### src/rtl/psdd_pkg.sv
// ----------------------------------------------------------------------------
// psdd_pkg
// Shared types and constants for the list-mode deframer: record kinds,
// header marks and the command that travels from the parser to the
// event processor.
// ----------------------------------------------------------------------------
package psdd_pkg;

  // Record kinds on the result channel.
  localparam logic [1:0] KIND_EVENT     = 2'd0;
  localparam logic [1:0] KIND_BAD_BOARD = 2'd1;
  localparam logic [1:0] KIND_BAD_CHAN  = 2'd2;

  // Header marks.
  localparam logic [3:0] BOARD_MARK = 4'hA;
  localparam logic [7:0] CHAN_MARK  = 8'h80;

  // Command queue geometry.
  localparam int QUEUE_DEPTH = 4;
  localparam int QPTR_W      = 2;
  localparam int QCNT_W      = 3;

  // One classified record, as handed from the parser to the event processor.
  typedef struct packed {
    logic [1:0]  kind;
    logic [3:0]  chan;
    logic [30:0] tag;
    logic [15:0] ql;
    logic [14:0] qs;
  } psdd_cmd_t;

endpackage

### src/rtl/psdd_front.sv
// ----------------------------------------------------------------------------
// psdd_front
// Stream parser. Walks board headers, channel headers and event word pairs
// and hands one command per record to the command queue.
// ----------------------------------------------------------------------------
module psdd_front #(
  parameter int MASK_BITS = 8
) (
  input  logic                   clk,
  input  logic                   rst,
  input  logic                   word_valid,
  input  logic [31:0]            data_word,
  output logic                   word_ready,
  output logic                   cmd_valid,
  output psdd_pkg::psdd_cmd_t    cmd,
  input  logic                   cmd_ready
);
  import psdd_pkg::*;

  localparam int SLOT_W = (MASK_BITS > 1) ? $clog2(MASK_BITS) : 1;

  localparam logic [2:0] PH_BOARD    = 3'd0;
  localparam logic [2:0] PH_MASKWORD = 3'd1;
  localparam logic [2:0] PH_BDREST   = 3'd2;
  localparam logic [2:0] PH_CHHDR    = 3'd3;
  localparam logic [2:0] PH_CHEXTRA  = 3'd4;
  localparam logic [2:0] PH_EVFIRST  = 3'd5;
  localparam logic [2:0] PH_EVSECOND = 3'd6;

  logic [2:0]           phase, phase_next;
  logic [1:0]           hdr_left, hdr_left_next;
  logic [MASK_BITS-1:0] mask, mask_next;
  logic [SLOT_W-1:0]    slot, slot_next;
  logic [14:0]          events_left, events_left_next;
  logic [31:0]          first_word;

  logic [MASK_BITS-1:0] mask_cleared;
  logic                 any_kept, any_cleared;
  logic [SLOT_W-1:0]    low_kept, low_cleared;
  logic [14:0]          half;
  logic [14:0]          events_dec;
  logic                 accept;

  assign word_ready = cmd_ready;
  assign accept     = word_valid & cmd_ready;

  assign mask_cleared = mask & ~(MASK_BITS'(1) << slot);
  assign half         = data_word[15:1];
  assign events_dec   = events_left - 15'd1;

  // Lowest set bit of the mask as it stands, and after the current pair is
  // retired.
  always_comb begin
    any_kept    = 1'b0;
    any_cleared = 1'b0;
    low_kept    = '0;
    low_cleared = '0;
    for (int i = MASK_BITS - 1; i >= 0; i--) begin
      if (mask[i]) begin
        any_kept = 1'b1;
        low_kept = SLOT_W'(i);
      end
      if (mask_cleared[i]) begin
        any_cleared = 1'b1;
        low_cleared = SLOT_W'(i);
      end
    end
  end

  always_comb begin
    phase_next       = phase;
    hdr_left_next    = hdr_left;
    mask_next        = mask;
    slot_next        = slot;
    events_left_next = events_left;
    cmd_valid        = 1'b0;
    cmd              = '0;
    case (phase)
      PH_MASKWORD: begin
        mask_next     = data_word[MASK_BITS-1:0];
        hdr_left_next = 2'd2;
        phase_next    = PH_BDREST;
      end
      PH_BDREST: begin
        hdr_left_next = hdr_left - 2'd1;
        if (hdr_left_next == 2'd0) begin
          slot_next  = any_kept ? low_kept : '0;
          phase_next = any_kept ? PH_CHHDR : PH_BOARD;
        end
      end
      PH_CHHDR: begin
        if (data_word[31:24] != CHAN_MARK) begin
          cmd_valid  = word_valid;
          cmd.kind   = KIND_BAD_CHAN;
          cmd.chan   = 4'({slot, 1'b0});
          mask_next  = mask_cleared;
          slot_next  = any_cleared ? low_cleared : '0;
          phase_next = any_cleared ? PH_CHHDR : PH_BOARD;
        end else begin
          events_left_next = (half != 15'd0) ? half - 15'd1 : 15'd0;
          phase_next       = PH_CHEXTRA;
        end
      end
      PH_CHEXTRA: begin
        if (events_left != 15'd0) begin
          phase_next = PH_EVFIRST;
        end else begin
          mask_next  = mask_cleared;
          slot_next  = any_cleared ? low_cleared : '0;
          phase_next = any_cleared ? PH_CHHDR : PH_BOARD;
        end
      end
      PH_EVFIRST: begin
        phase_next = PH_EVSECOND;
      end
      PH_EVSECOND: begin
        cmd_valid        = word_valid;
        cmd.kind         = KIND_EVENT;
        cmd.chan         = 4'({slot, first_word[31]});
        cmd.tag          = first_word[30:0];
        cmd.ql           = data_word[31:16];
        cmd.qs           = data_word[14:0];
        events_left_next = events_dec;
        if (events_dec == 15'd0) begin
          mask_next  = mask_cleared;
          slot_next  = any_cleared ? low_cleared : '0;
          phase_next = any_cleared ? PH_CHHDR : PH_BOARD;
        end else begin
          phase_next = PH_EVFIRST;
        end
      end
      default: begin
        if (data_word[31:28] == BOARD_MARK) begin
          phase_next = PH_MASKWORD;
        end else begin
          cmd_valid  = word_valid;
          cmd.kind   = KIND_BAD_BOARD;
          phase_next = PH_BOARD;
        end
      end
    endcase
  end

  always_ff @(posedge clk) begin
    if (rst) begin
      phase       <= PH_BOARD;
      hdr_left    <= 2'd0;
      mask        <= '0;
      slot        <= '0;
      events_left <= 15'd0;
    end else if (accept) begin
      phase       <= phase_next;
      hdr_left    <= hdr_left_next;
      mask        <= mask_next;
      slot        <= slot_next;
      events_left <= events_left_next;
    end
  end

  always_ff @(posedge clk) begin
    if (accept && phase == PH_EVFIRST) begin
      first_word <= data_word;
    end
  end

endmodule

### src/rtl/psdd_queue.sv
// ----------------------------------------------------------------------------
// psdd_queue
// Short command queue between the parser and the event processor.
// ----------------------------------------------------------------------------
module psdd_queue (
  input  logic                clk,
  input  logic                rst,
  input  logic                push_valid,
  input  psdd_pkg::psdd_cmd_t push_cmd,
  output logic                push_ready,
  output logic                pop_valid,
  output psdd_pkg::psdd_cmd_t pop_cmd,
  input  logic                pop_ready
);
  import psdd_pkg::*;

  psdd_cmd_t         entries [QUEUE_DEPTH];
  logic [QPTR_W-1:0] wr_ptr, rd_ptr;
  logic [QCNT_W-1:0] count;
  logic              push, pop;

  assign push_ready = (count != QCNT_W'(QUEUE_DEPTH));
  assign pop_valid  = (count != '0);
  assign pop_cmd    = entries[rd_ptr];
  assign push       = push_valid & push_ready;
  assign pop        = pop_valid & pop_ready;

  always_ff @(posedge clk) begin
    if (rst) begin
      wr_ptr <= '0;
      rd_ptr <= '0;
      count  <= '0;
    end else begin
      if (push) begin
        wr_ptr <= wr_ptr + QPTR_W'(1);
      end
      if (pop) begin
        rd_ptr <= rd_ptr + QPTR_W'(1);
      end
      if (push && !pop) begin
        count <= count + QCNT_W'(1);
      end else if (pop && !push) begin
        count <= count - QCNT_W'(1);
      end
    end
  end

  always_ff @(posedge clk) begin
    if (push) begin
      entries[wr_ptr] <= push_cmd;
    end
  end

endmodule

### src/rtl/psdd_back.sv
// ----------------------------------------------------------------------------
// psdd_back
// Event processor. Tracks the shared time tag and wrap count, computes the
// PSD ratio with a restoring divider and holds the result register.
// ----------------------------------------------------------------------------
module psdd_back #(
  parameter int PSD_FRAC_BITS = 16
) (
  input  logic                     clk,
  input  logic                     rst,
  input  logic                     cmd_valid,
  input  psdd_pkg::psdd_cmd_t      cmd,
  output logic                     cmd_ready,
  output logic                     out_valid,
  input  logic                     out_ready,
  output logic [1:0]               record_kind,
  output logic [3:0]               channel,
  output logic [30:0]              time_tag,
  output logic [31:0]              time_ext,
  output logic [30:0]              interval,
  output logic [15:0]              q_long,
  output logic [14:0]              q_short,
  output logic [PSD_FRAC_BITS:0]   psd_frac,
  output logic                     psd_valid
);
  import psdd_pkg::*;

  localparam int CNT_W = $clog2(PSD_FRAC_BITS);

  localparam logic [1:0] ST_IDLE = 2'd0;
  localparam logic [1:0] ST_DIV  = 2'd1;
  localparam logic [1:0] ST_DONE = 2'd2;

  logic [1:0]  state;
  logic [30:0] prev_tag;
  logic [31:0] wrap_count;

  // Pending record.
  logic [1:0]               pend_kind;
  logic [3:0]               pend_chan;
  logic [30:0]              pend_tag;
  logic [31:0]              pend_ext;
  logic [30:0]              pend_ivl;
  logic [15:0]              pend_ql;
  logic [14:0]              pend_qs;
  logic                     pend_valid;
  logic                     pend_full;

  // Divider.
  logic [15:0]              rem;
  logic [PSD_FRAC_BITS-1:0] quot;
  logic [CNT_W-1:0]         cnt;
  logic [16:0]              rem2;
  logic                     ge;

  logic        take;
  logic        is_event;
  logic        wraps;
  logic [31:0] wrap_next;
  logic        ratio_ok;
  logic        out_free;

  assign cmd_ready = (state == ST_IDLE);
  assign take      = cmd_valid & cmd_ready;
  assign is_event  = (cmd.kind == KIND_EVENT);
  assign wraps     = cmd.tag < prev_tag;
  assign wrap_next = wraps ? wrap_count + 32'd1 : wrap_count;
  assign ratio_ok  = cmd.ql > {1'b0, cmd.qs};
  assign out_free  = !out_valid || out_ready;

  assign rem2 = {rem, 1'b0};
  assign ge   = rem2 >= {1'b0, pend_ql};

  always_ff @(posedge clk) begin
    if (rst) begin
      state      <= ST_IDLE;
      prev_tag   <= '0;
      wrap_count <= '0;
      out_valid  <= 1'b0;
    end else begin
      if (state == ST_DONE && out_free) begin
        out_valid <= 1'b1;
      end else if (out_valid && out_ready) begin
        out_valid <= 1'b0;
      end
      case (state)
        ST_IDLE: begin
          if (take) begin
            if (is_event) begin
              prev_tag   <= cmd.tag;
              wrap_count <= wrap_next;
            end
            state <= (is_event && ratio_ok) ? ST_DIV : ST_DONE;
          end
        end
        ST_DIV: begin
          if (cnt == '0) begin
            state <= ST_DONE;
          end
        end
        ST_DONE: begin
          if (out_free) begin
            state <= ST_IDLE;
          end
        end
        default: begin
          state <= ST_IDLE;
        end
      endcase
    end
  end

  always_ff @(posedge clk) begin
    if (take) begin
      pend_kind  <= cmd.kind;
      pend_chan  <= cmd.chan;
      pend_tag   <= cmd.tag;
      pend_ql    <= cmd.ql;
      pend_qs    <= cmd.qs;
      pend_valid <= is_event && ratio_ok;
      pend_full  <= (cmd.qs == 15'd0);
      pend_ext   <= is_event ? wrap_next : '0;
      pend_ivl   <= (is_event && !wraps) ? cmd.tag - prev_tag : '0;
      rem        <= cmd.ql - {1'b0, cmd.qs};
      quot       <= '0;
      cnt        <= CNT_W'(PSD_FRAC_BITS - 1);
    end else if (state == ST_DIV) begin
      rem  <= ge ? 16'(rem2 - {1'b0, pend_ql}) : rem2[15:0];
      quot <= {quot[PSD_FRAC_BITS-2:0], ge};
      cnt  <= cnt - CNT_W'(1);
    end
  end

  // A short charge of zero makes the ratio exactly one, which the fraction
  // bits alone cannot hold.
  always_ff @(posedge clk) begin
    if (state == ST_DONE && out_free) begin
      record_kind <= pend_kind;
      channel     <= pend_chan;
      time_tag    <= pend_tag;
      time_ext    <= pend_ext;
      interval    <= pend_ivl;
      q_long      <= pend_ql;
      q_short     <= pend_qs;
      psd_frac    <= !pend_valid ? '0 :
                     pend_full   ? {1'b1, {PSD_FRAC_BITS{1'b0}}} : {1'b0, quot};
      psd_valid   <= pend_valid;
    end
  end

endmodule

### src/rtl/psd_list_mode_deframer_top.sv
// Words that make no record go in at one per cycle while the command queue
// has space. A record with a PSD division holds the event processor while
// the divider makes one quotient bit per cycle. A four-entry queue absorbs
// bursts.
// Reset (rst, synchronous) returns the parser to awaiting a board header.
// ----------------------------------------------------------------------------
// psd_list_mode_deframer_top
// Deframes a digitizer list-mode readout stream into event and error records.
// ----------------------------------------------------------------------------
module psd_list_mode_deframer_top #(
  parameter int MASK_BITS     = 8,
  parameter int PSD_FRAC_BITS = 16
) (
  input  logic                   clk,
  input  logic                   rst,
  input  logic                   in_valid,
  output logic                   in_ready,
  input  logic [31:0]            data_word,
  output logic                   out_valid,
  input  logic                   out_ready,
  output logic [1:0]             record_kind,
  output logic [3:0]             channel,
  output logic [30:0]            time_tag,
  output logic [31:0]            time_ext,
  output logic [30:0]            interval,
  output logic [15:0]            q_long,
  output logic [14:0]            q_short,
  output logic [PSD_FRAC_BITS:0] psd_frac,
  output logic                   psd_valid
);
  import psdd_pkg::*;

  // The parser classifies every input transfer. A word either advances the
  // header walk silently or completes a record, in which case a command is
  // pushed into the queue in the same cycle. The parser stalls only when the
  // queue is full, so in_ready follows the queue's free space.
  logic      fq_valid, fq_ready;
  psdd_cmd_t fq_cmd;

  // Commands leave the queue toward the event processor in arrival order,
  // which keeps the shared time tag and wrap count consistent.
  logic      qb_valid, qb_ready;
  psdd_cmd_t qb_cmd;

  psdd_front #(
    .MASK_BITS (MASK_BITS)
  ) u_front (
    .clk        (clk),
    .rst        (rst),
    .word_valid (in_valid),
    .data_word  (data_word),
    .word_ready (in_ready),
    .cmd_valid  (fq_valid),
    .cmd        (fq_cmd),
    .cmd_ready  (fq_ready)
  );

  psdd_queue u_queue (
    .clk        (clk),
    .rst        (rst),
    .push_valid (fq_valid),
    .push_cmd   (fq_cmd),
    .push_ready (fq_ready),
    .pop_valid  (qb_valid),
    .pop_cmd    (qb_cmd),
    .pop_ready  (qb_ready)
  );

  // The event processor owns the output register, so a stalled result never
  // blocks the parser while queue space remains.
  psdd_back #(
    .PSD_FRAC_BITS (PSD_FRAC_BITS)
  ) u_back (
    .clk         (clk),
    .rst         (rst),
    .cmd_valid   (qb_valid),
    .cmd         (qb_cmd),
    .cmd_ready   (qb_ready),
    .out_valid   (out_valid),
    .out_ready   (out_ready),
    .record_kind (record_kind),
    .channel     (channel),
    .time_tag    (time_tag),
    .time_ext    (time_ext),
    .interval    (interval),
    .q_long      (q_long),
    .q_short     (q_short),
    .psd_frac    (psd_frac),
    .psd_valid   (psd_valid)
  );

`ifndef ASSERT_OFF
  // Error records never carry a ratio or a wrap extension.
  a_err_clean: assert property (@(posedge clk) disable iff (rst)
    out_valid && record_kind != KIND_EVENT |-> !psd_valid && psd_frac == '0 && time_ext == '0)
    else $error("error record carries event data");

  // A valid ratio implies the long charge exceeds the short one.
  a_psd_order: assert property (@(posedge clk) disable iff (rst)
    out_valid && psd_valid |-> q_long > {1'b0, q_short})
    else $error("psd_valid with q_long not above q_short");

  // The ratio never exceeds one, and it reaches one only with a zero short
  // charge.
  a_psd_range: assert property (@(posedge clk) disable iff (rst)
    out_valid && psd_frac[PSD_FRAC_BITS] |->
      psd_frac[PSD_FRAC_BITS-1:0] == '0 && q_short == '0)
    else $error("psd_frac out of range");
`endif

endmodule
### config.mk
export PLATFORM = sky130hd
export DESIGN_NAME = psd_list_mode_deframer_top
export DESIGN_NICKNAME = d
export VERILOG_FILES = /design/src/rtl/psdd_pkg.sv /design/src/rtl/psdd_front.sv /design/src/rtl/psdd_queue.sv /design/src/rtl/psdd_back.sv /design/src/rtl/psd_list_mode_deframer_top.sv
export SDC_FILE = /design/constraint.sdc
export NUM_CORES = 1
export LEC_CHECK = 0
export BUFFER_PORTS_ARGS = -buffer_cell sky130_fd_sc_hd__buf_2
export CORE_MARGIN = 1
export CORE_UTILIZATION = 55
export DETAILED_ROUTE_END_ITERATION = 8
export PLACE_DENSITY = 0.76
export SETUP_SLACK_MARGIN = 0.4
export SKIP_CTS_REPAIR_TIMING = 1
export SLEW_MARGIN = 20
export SYNTH_ARGS = -nofsm -noshare
export SYNTH_HDL_FRONTEND = slang
export SYNTH_SLANG_ARGS = --single-unit
### constraint.sdc
create_clock -name clk -period 9 [get_ports clk]
set_clock_uncertainty 0.2 [all_clocks]
set_input_delay 1.35 -clock clk [delete_from_list [all_inputs] [get_ports clk]]
set_output_delay 1.35 -clock clk [all_outputs]
set_load 0.03 [all_outputs]
== Word-level counts from Yosys, hierarchy flattened ==
Memory sizes are Yosys's and may differ from the RTL's. A register that Yosys moved wholly into a read port is not among the register bits.
Index checks and enable logic that the tools add are counted.
Operators by class
  add/sub/neg operators: 12
  order comparisons: 3
  eq/ne operators: 19
  shifts and indexed selects: 1
  mux-type cells: 81
  bitwise gates (word level): 6
  reduce and logical (&&, ||, !) cells: 38
Operators by type and width (number)
  3-bit two-way mux: 28
  62-bit two-way mux: 1
  16-bit two-way mux: 3
  32-bit by 1-bit adder with 32-bit output (second input constant): 1
  32-bit two-way mux: 1
  8-bit one-hot mux with 4 select lines: 1
  31-bit < comparator: 1
  31-bit subtractor: 1
  15-bit logical NOT: 2
  15-bit two-way mux: 2
  15-bit one-hot mux with 2 select lines: 1
  15-bit nonzero test: 2
  15-bit by 1-bit subtractor with 15-bit output (second input constant): 2
  1-bit two-way mux: 24
  8-bit two-way mux: 3
  3-bit one-hot mux with 6 select lines: 1
  17-bit by 16-bit greater-or-equal comparator with 1-bit output: 1
  17-bit two-way mux: 1
  16-bit by 15-bit greater-than comparator with 1-bit output: 1
  2-bit two-way mux: 8
  16-bit by 15-bit subtractor with 16-bit output: 1
  16-bit subtractor: 1
  3-bit one-hot mux with 4 select lines: 1
  2-bit by 1-bit != test with 1-bit output (second input constant): 5
  39 further kinds: 67
Storage, ports and cells
  register bits after elaboration: 454
  memory bits (writable): 272
  bits of input ports: 36
  output and inout bits: 151
  word-level logic and storage cells: 196
  memories: 1
Memories
  u_queue.entries: depth 4, width 68, read ports 1, clocked after memory_dff 1, wr ports 1, line psdd_queue.sv:17  | psdd_cmd_t entries [QUEUE_DEPTH];

== Logic depth before layout (Yosys ltp) ==
Gate-level depths: netlist of the first run.
  depth in word-level cells: 14
  gate-level depth with buffers: 17
  gate-level depth less buffers: 13

== Hierarchy ==
From an unflattened synthesis of the first run, not the netlist that was laid out.
Unflattened totals
  cell total of the unflattened synthesis: 2329
  area, all modules: 31376.3 um2
By module, submodules not included
  psdd_back: instances 1, cells an instance 1438, area an instance 16898.7 um2, sequential area each 10670.2 um2
  psdd_queue: instances 1, cells an instance 404, area an instance 10301.1 um2, sequential area each 8348.0 um2
  psdd_front: instances 1, cells an instance 487, area an instance 4176.5 um2, sequential area each 1581.5 um2

== Worst setup path before layout of the first run ==
No wires, ideal clock.
  path type: in2reg
  from: in out_ready
  to: reg u_back.channel[0], enable pin
  setup time: 0.678 ns
  arrival: 8.034 ns
  required time: 8.122 ns
  slack: 0.089 ns
  stages: 2
  path buffers: 0
  path through: nand2b_1 > nor2b_1
Between the ends
  word-level cells in the longest chain between the ends: 2
RTL lines
  start: declaration: line psd_list_mode_deframer_top.sv:20  | input logic out_ready,
  1-bit logical OR: line psdd_back.sv:69  | assign out_free = !out_valid || out_ready;
  1-bit logical AND: line psdd_back.sv:137  | if (state == ST_DONE && out_free) begin
  end signal: assignment: line psdd_back.sv:139  | channel <= pend_chan;
  end: declaration: line psdd_back.sv:17  | output logic [3:0] channel,
Every way passes these cells.
A chain may end at the register's enable or synchronous reset.

==> flow_metrics.env, run 1 <==
export IMPL_outcome="complete, no violations"
export IMPL_max_stage_delay_ns=0.87
export IMPL_setup_violations=0
export IMPL_worstPathBufferInverterCount=1
export IMPL_grt_setup_unrepaired="no"
export IMPL_grt_max_degree=113
export IMPL_synth_edf_count=602
export IMPL_min_period_ns=5.40
export IMPL_multi_input_area_um2=9510
export IMPL_dr_total_vias=19200
export IMPL_clkLatencyLatePin_ns=0.62
export IMPL_io_pins=187
export IMPL_min_path_cells=0
export IMPL_total_leakage_power_nw=12.7
export IMPL_clockRootBuffer="clkbuf_16"
export IMPL_yosysSeqAreaShare=0.668
export IMPL_place_ws_ns=3.40
export IMPL_worstHoldStart="u_back.pend_ivl[17]"
export IMPL_worstSetupPathType="reg -> reg"
export IMPL_ant_nets=0
export IMPL_ys_ff_latch=728
export IMPL_slew_viol_final=0
export IMPL_finalPower_mw=12.2
export IMPL_drt_iter0_drc=1831
export IMPL_cp_end_kind="flip-flop"
export IMPL_cts_buffers=76
export IMPL_worstMarginPinSlew_ns=1.05
export IMPL_h_tree_depth=3
export IMPL_timing_hold_ws_ns=0.201
export IMPL_place_gp_congestion=0.908
export IMPL_timing_rr_end="u_back.wrap_count[30]"
export IMPL_path_max_fanout=37
export IMPL_setup_tns_ns=0
export IMPL_grt_remaining_overflow=0
export IMPL_wl_um=67000
export IMPL_final_cell_mix="edfxtp_1, nor2_1, buf_2"
export IMPL_final_common_cell="edfxtp_1"
export IMPL_cts_buffer_depth=3
export IMPL_rows=86
export IMPL_clk_pin_slew_ns=0.07
export IMPL_die_area_um2=57100
export IMPL_syn_nets=2385
export IMPL_worst_hold_path_endpoint="u_back.interval[17]"
export IMPL_die_w_um=239
export IMPL_cp_arrival_ns=5.72
export IMPL_diodes=0
export IMPL_synth_cell_types=74
export IMPL_netlist_instances=2272
export IMPL_setup_ws_ns=3.60
export IMPL_core_um2=55300
export IMPL_period_share=0.600
export IMPL_fmax_ghz=0.185
export IMPL_portBuffers=186
export IMPL_layout_drive_gt1_share=0.170
export IMPL_reg2reg_depth=12
export IMPL_route_detailed_drc=0
export IMPL_mappedNetlistArea_um2=30900
export IMPL_peakVddDrop_mv=0.278
export IMPL_grt_usage=0.234
export IMPL_area_growth_pct=13.7
export IMPL_cts_tree="yes"
export IMPL_synth_main_ff_cell="edfxtp_1"
export IMPL_worstPathCellList="mux4_2 > ha_1 > a21o_1 > a21o_1 > a21oi_1 > o21ai_1 > a31oi_2 > buf_4 > and2_1 > o211ai_1 > or3_1 > a21oi_1"
export IMPL_grt_pass1_vias=18400
export IMPL_final_fill_count=4095
export IMPL_grt_pass1_wl_um=102000
export IMPL_fin_util=0.635
export IMPL_clkSinkCount=728
export IMPL_reg2reg_slack_ns=3.60
export IMPL_syn_mean_instance_area_um2=13.6
export IMPL_viasPerCell=5.88
export IMPL_hold_path_class="reg -> reg"
export IMPL_critPathLaunchType="flip-flop"
export IMPL_report_final_hold_viol_count=0
export IMPL_timing_slew_headroom=0.298
export IMPL_regArea_um2=20600
export IMPL_initial_core_util=0.558
export IMPL_hpwlAfterDp_um=43700
export IMPL_synthArstFlopShare=0
export IMPL_cp_required_ns=9.33
export IMPL_first_pass_iters=6
export IMPL_die_y_um=239
export IMPL_cpMaxStageDelayCell="dfxtp_4"
export IMPL_wl_per_cell_um=20.5
export IMPL_p_per_area_nw_per_um2=347
export IMPL_cap_violations=0
export IMPL_ys_warn_count=0
export IMPL_nets=2567
export IMPL_grt_antenna_before_repair=2
export IMPL_critical_path_top_delay_family="compound AO/OA/AOI/OAI gates"
[where the power goes]
group	total [mW]	switching (mW)	internal, mW	leakage, nW
Combinational	4.00	2.64	1.37	4.59
Sequential	5.04	0.311	4.73	6.84
Clock	3.14	1.26	1.88	1.24
[area by class of cell]
type,count,share of cell area
clock buffers,111,0.0626
clock inverters,31,0.00984
inverters,101,0.0109
multi-input cells,1337,0.271
flip-flops and latches,728,0.587
well taps,748,0.0267
repair buffers,210,0.0318
[kinds of logic after synthesis]
kind of cell / after synthesis / share of synthesized area
AOI/OAI and AO/OA: 430 / 0.0884
and+or+nand+nor: 638 / 0.101
buffers and inverters: 207 / 0.0258
DFF: 728 / 0.668
adders and majority gates: 77 / 0.0322
xor gates and xnor gates: 114 / 0.0324
muxes: 78 / 0.0529
[how the worst max path moves through the flow]
stage | startpoint | end | slack [ns] | cells past startpoint
5_1_grt | flip-flop | u_back.wrap_count[30] | 3.26 | 12
2_1_floorplan | out_ready | u_back.channel[0] | 2.98 | 2
3_3_place_gp | flip-flop | u_back.pend_ivl[18] | 3.49 | 12
6_report | flip-flop | u_back.wrap_count[30] | 3.60 | 12
4_1_cts | flip-flop | u_back.pend_ivl[21] | 3.36 | 12
3_5_place_dp | flip-flop | u_back.pend_ivl[18] | 3.40 | 12
[flip-flops by register name, summed over array words and instances, names as in the netlist, 4 cells and up, named ones only]
name	count
u_back.pend_ivl	31
u_front.events_left	15
u_back.pend_tag	31
u_back.wrap_count	32
u_back.rem	16
u_queue.entries	272
u_back.q_long	16
u_back.prev_tag	31
u_back.time_tag	31
u_front.first_word	32
u_back.pend_chan	4
u_back.pend_ql	16
u_back.q_short	15
u_back.interval	31
u_back.quot	16
u_back.pend_ext	32
u_back.time_ext	32
u_back.psd_frac	17
u_front.mask	8
u_back.pend_qs	15
u_back.cnt	4
u_back.channel	4
[layer usage]
metal | GRT usage | wire length [um] | vias up
met5 | 0 | 0 | -
met4 | 0.0917 | 2030 | 0
met3 | 0.0405 | 4930 | 123
met2 | 0.368 | 31600 | 721
met1 | 0.325 | 28500 | 9460
li1 | - | - | 8895
[Yosys cell counts (7+ instances only)]
library cell | count | area share
nor2b_1 | 18 | 0.0036
clkbuf_1 | 84 | 0.010
a211oi_1 | 16 | 0.0039
a31oi_1 | 16 | 0.0032
xor2_1 | 67 | 0.019
o221ai_1 | 7 | 0.0020
o22ai_1 | 7 | 0.0014
o31ai_1 | 9 | 0.0022
o21a_1 | 14 | 0.0034
xnor2_1 | 47 | 0.013
buf_1 | 9 | 0.0011
edfxtp_1 | 602 | 0.59
mux4_2 | 68 | 0.050
and4_1 | 12 | 0.0034
and3_1 | 78 | 0.016
buf_2 | 11 | 0.0018
or3_1 | 30 | 0.0061
dfxtp_1 | 126 | 0.082
a21o_1 | 23 | 0.0056
nand4_1 | 7 | 0.0014
nand2b_1 | 18 | 0.0036
o2111ai_1 | 18 | 0.0051
nor3_1 | 30 | 0.0049
nor2_1 | 189 | 0.023
mux2i_1 | 10 | 0.0032
ha_1 | 73 | 0.030
nand3_1 | 16 | 0.0026
a22oi_1 | 8 | 0.0019
inv_1 | 100 | 0.012
nand2_1 | 171 | 0.021
and2_1 | 31 | 0.0063
o21ai_0 | 99 | 0.016
a21oi_1 | 123 | 0.020
o211ai_1 | 39 | 0.0095
o21ai_1 | 8 | 0.0013
nor4_1 | 14 | 0.0028
[metrics by stage]
| stage | std cells | instance area [um^2] |
|---|---|---|
| 5_1_grt | 3266 | 35100 |
| 4_1_cts | 3266 | 35100 |
| 2_1_floorplan | 2272 | 30900 |
| 3_5_place_dp | 3124 | 32500 |
| 6_report | 3266 | 35100 |
| 3_3_place_gp | 3124 | 32500 |
[worst register-to-register path: cells and delay by family, from the launching register on]
family                     cells  cell delay, ns
buffers and inverters          1            0.30
adders and majority gates      1            0.43
muxes                          1            0.67
DFF                            1            0.87
and+or+nand+nor                2            1.27
AOI/OAI and AO/OA              7            1.58
(Power assumes the default switching activity.)
==> run 2, diff against run 1 <==
--- a/config.mk
+++ b/config.mk
@@ -5,11 +5,12 @@
 export SDC_FILE = /design/constraint.sdc
 export NUM_CORES = 1
 export LEC_CHECK = 0
+export ABC_AREA = 1
 export BUFFER_PORTS_ARGS = -buffer_cell sky130_fd_sc_hd__buf_2
 export CORE_MARGIN = 1
-export CORE_UTILIZATION = 55
+export CORE_UTILIZATION = 60
 export DETAILED_ROUTE_END_ITERATION = 8
-export PLACE_DENSITY = 0.76
+export PLACE_DENSITY = 0.79
 export SETUP_SLACK_MARGIN = 0.4
 export SKIP_CTS_REPAIR_TIMING = 1
 export SLEW_MARGIN = 20
==> constraint.sdc (replaced) <==
create_clock -name clk -period 5.1 [get_ports clk]
set_clock_uncertainty 0.2 [all_clocks]
set_input_delay 0.765 -clock clk [delete_from_list [all_inputs] [get_ports clk]]
set_output_delay 0.765 -clock clk [all_outputs]
set_load 0.03 [all_outputs]
==> run 2 against run 1 <==
Compared with the run above: non-clock buffer count increased by 16; routed wire length rose by 13%; combinational power rose to 2.6 times the previous value; largest power group is now combinational logic; critical endpoint is now u_back.rem[14]; cell area increased by 2.9%; synthesized area up 3.6%.
==> flow_metrics.env, run 2 <==
export IMPL_finalNonFillerCells=3928
export IMPL_total_leakage_power_nw=14.1
export IMPL_crit_path_frequent_cell="o21ai_1"
export IMPL_grt_pass1_vias=22300
export IMPL_worstPathBufferInverterCount=4
export IMPL_max_stage_delay_ns=0.50
export IMPL_hold_path_class="in -> reg"
export IMPL_grt_usage=0.279
export IMPL_ys_ff_latch=728
export IMPL_place_gp_congestion=0.952
export IMPL_core_um2=52600
export IMPL_drt_iter0_drc=2182
export IMPL_report_final_hold_viol_count=0
export IMPL_fmax_ghz=0.229
export IMPL_viasPerCell=5.77
export IMPL_clockRootBuffer="clkbuf_16"
export IMPL_dr_total_vias=22700
export IMPL_syn_nets=3097
export IMPL_min_period_ns=4.37
export IMPL_grt_pass1_wl_um=117000
export IMPL_synthArstFlopShare=0
export IMPL_first_pass_iters=6
export IMPL_path_max_fanout=39
export IMPL_top_layer="met4"
export IMPL_timing_slew_headroom=0.384
export IMPL_critical_path_top_delay_family="compound AO/OA/AOI/OAI gates"
export IMPL_wl_met1_um=31700
export IMPL_cpMaxStageDelayCell="a32oi_1"
export IMPL_worstPathCellList="clkinv_2 > buf_4 > buf_4 > nand2_1 > a32oi_1 > inv_1 > ha_1 > nand2_1 > o21ai_1 > a21oi_1 > o21ai_1 > a21oi_1 > o21ai_0 > o21ai_0 > o21ai_1"
export IMPL_setup_violations=0
export IMPL_combPwrFrac=0.414
export IMPL_rows=84
export IMPL_final_common_cell="edfxtp_1"
export IMPL_cts_buffer_depth=3
export IMPL_intPower_mw=14.7
export IMPL_postPlaceCellArea_um2=33700
export IMPL_largest_register_ffs=272
export IMPL_largest_register="u_queue.entries"
export IMPL_final_cell_mix="edfxtp_1, nand2_1, nor2_1"
export IMPL_synth_cell_types=61
export IMPL_die_area_um2=54200
export IMPL_worstMarginPinSlew_ns=0.925
export IMPL_period_share=0.857
export IMPL_diodes=0
export IMPL_synthTopCellsByCount="edfxtp_1, nand2_1, nor2_1"
export IMPL_cts_buffers=72
export IMPL_clkSinkCount=728
export IMPL_p_per_area_nw_per_um2=687
export IMPL_portBuffers=186
export IMPL_slew_viol_final=0
export IMPL_nets=3294
export IMPL_wl_per_cell_um=19.2
export IMPL_mappedNetlistArea_um2=32000
export IMPL_ys_warn_count=0
export IMPL_setup_tns_ns=0
export IMPL_initial_core_util=0.608
export IMPL_cp_required_ns=5.24
export IMPL_place_inst=3795
export IMPL_outcome="complete, no violations"
export IMPL_die_w_um=233
export IMPL_cp_end_kind="flip-flop"
export IMPL_grt_max_degree=138
export IMPL_clockPowerShare=0.214
export IMPL_hpwlAfterDp_um=51000
export IMPL_cap_violations=0
export IMPL_yosysSeqAreaShare=0.645
export IMPL_swShare=0.406
export IMPL_grt_setup_unrepaired="no"
export IMPL_h_tree_depth=3
export IMPL_ant_nets=0
export IMPL_route_met3_wl_um=5080
export IMPL_yosysTopAreaCell="edfxtp_1"
export IMPL_area_growth_pct=13.0
export IMPL_p_sw_mw=10.1
export IMPL_critPathLaunchType="flip-flop"
export IMPL_cp_arrival_ns=4.51
export IMPL_stdcell_area_um2=36100
export IMPL_peakVddDrop_mv=0.425
export IMPL_route_detailed_drc=0
export IMPL_clk_pin_slew_ns=0.06
export IMPL_cts_tree="yes"
export IMPL_clkLatencyLatePin_ns=0.61
export IMPL_grt_antenna_before_repair=0
export IMPL_yosysMostFrequentCell="edfxtp_1"
export IMPL_synth_edf_count=602
export IMPL_layout_drive_gt1_share=0.127
export IMPL_met2_length_um=35900
export IMPL_wl_um=75600
export IMPL_worstSetupPathType="reg -> reg"
export IMPL_io_pins=187
export IMPL_synth_main_ff_cell="edfxtp_1"
export IMPL_synth_area_top_cells="edfxtp_1, dfxtp_1, nand2_1"
export IMPL_synth_top_cell_area_share=0.566
export IMPL_netlist_instances=2984
export IMPL_seqPwrFrac=0.372
export IMPL_grt_remaining_overflow=0
export IMPL_fin_util=0.687
export IMPL_die_y_um=233
export IMPL_syn_mean_instance_area_um2=10.7
==> run 2: cell count changes after synthesis, sizes merged, moves of 68 or more <==
cell / delta
inv: +277
nand2: +258
nor2: +213
o21ai: +99
nand3: +80
and3: -78
mux4: -68
==> run 2: cell type report <==
type / count / area [um^2]
sequential: 728 / 20600
fill: 3702 / 16400
multi-input combinational: 1774 / 9520
clock buffer: 101 / 2030
inverter: 379 / 1440
timing repair buffer: 226 / 1320
tap: 688 / 861
clock inverter: 32 / 349
==> run 2: final timing paths <==
check	from	endpoint	slack (ns)	cells after the start
hold / removal	data_word[27]	u_front.first_word[27]	0.14	1
setup / recovery	flip-flop	u_back.rem[14]	0.73	15
hold reg to reg	u_back.pend_qs[11]	u_back.q_short[11]	0.21	0
setup reg to reg	flip-flop	u_back.rem[14]	0.73	15
==> run 2: routing by layer <==
metal | up-vias | track usage
met5 | - | 0
met4 | 0 | 0.124
met3 | 184 | 0.0385
met2 | 922 | 0.453
met1 | 10900 | 0.375
li1 | 10700 | -
==> run 2: through the flow <==
step	hold slack [ns]	total power [mW]	setup slack (ns)
final	0.143	24.8	0.729
after floorplan	0.200	16.5	0.0482
after global placement	0.202	19.1	0.937
after detailed placement	0.205	19.4	0.770
after global routing	0.126	26.3	0.429
after CTS	0.118	24.8	0.780
==> run 2: cell families after synthesis <==
family                   Yosys count  synth area share
flip-flops                       728             0.645
XOR/XNOR                          69            0.0189
AO/OA/AOI/OAI                    596             0.110
buffers and inverters            482            0.0592
adder cells (fa/ha/maj)           77            0.0311
AND/OR/NAND/NOR                 1032             0.137
==> run 2: power groups by stage <==
stage	clock, mW	combinational, mW	sequential, mW
after floorplan	0	6.56	9.92
after global placement	0	9.87	9.28
after detailed placement	0	10.1	9.34
after CTS	5.37	10.2	9.24
after global routing	5.61	11.3	9.35
final	5.31	10.3	9.23
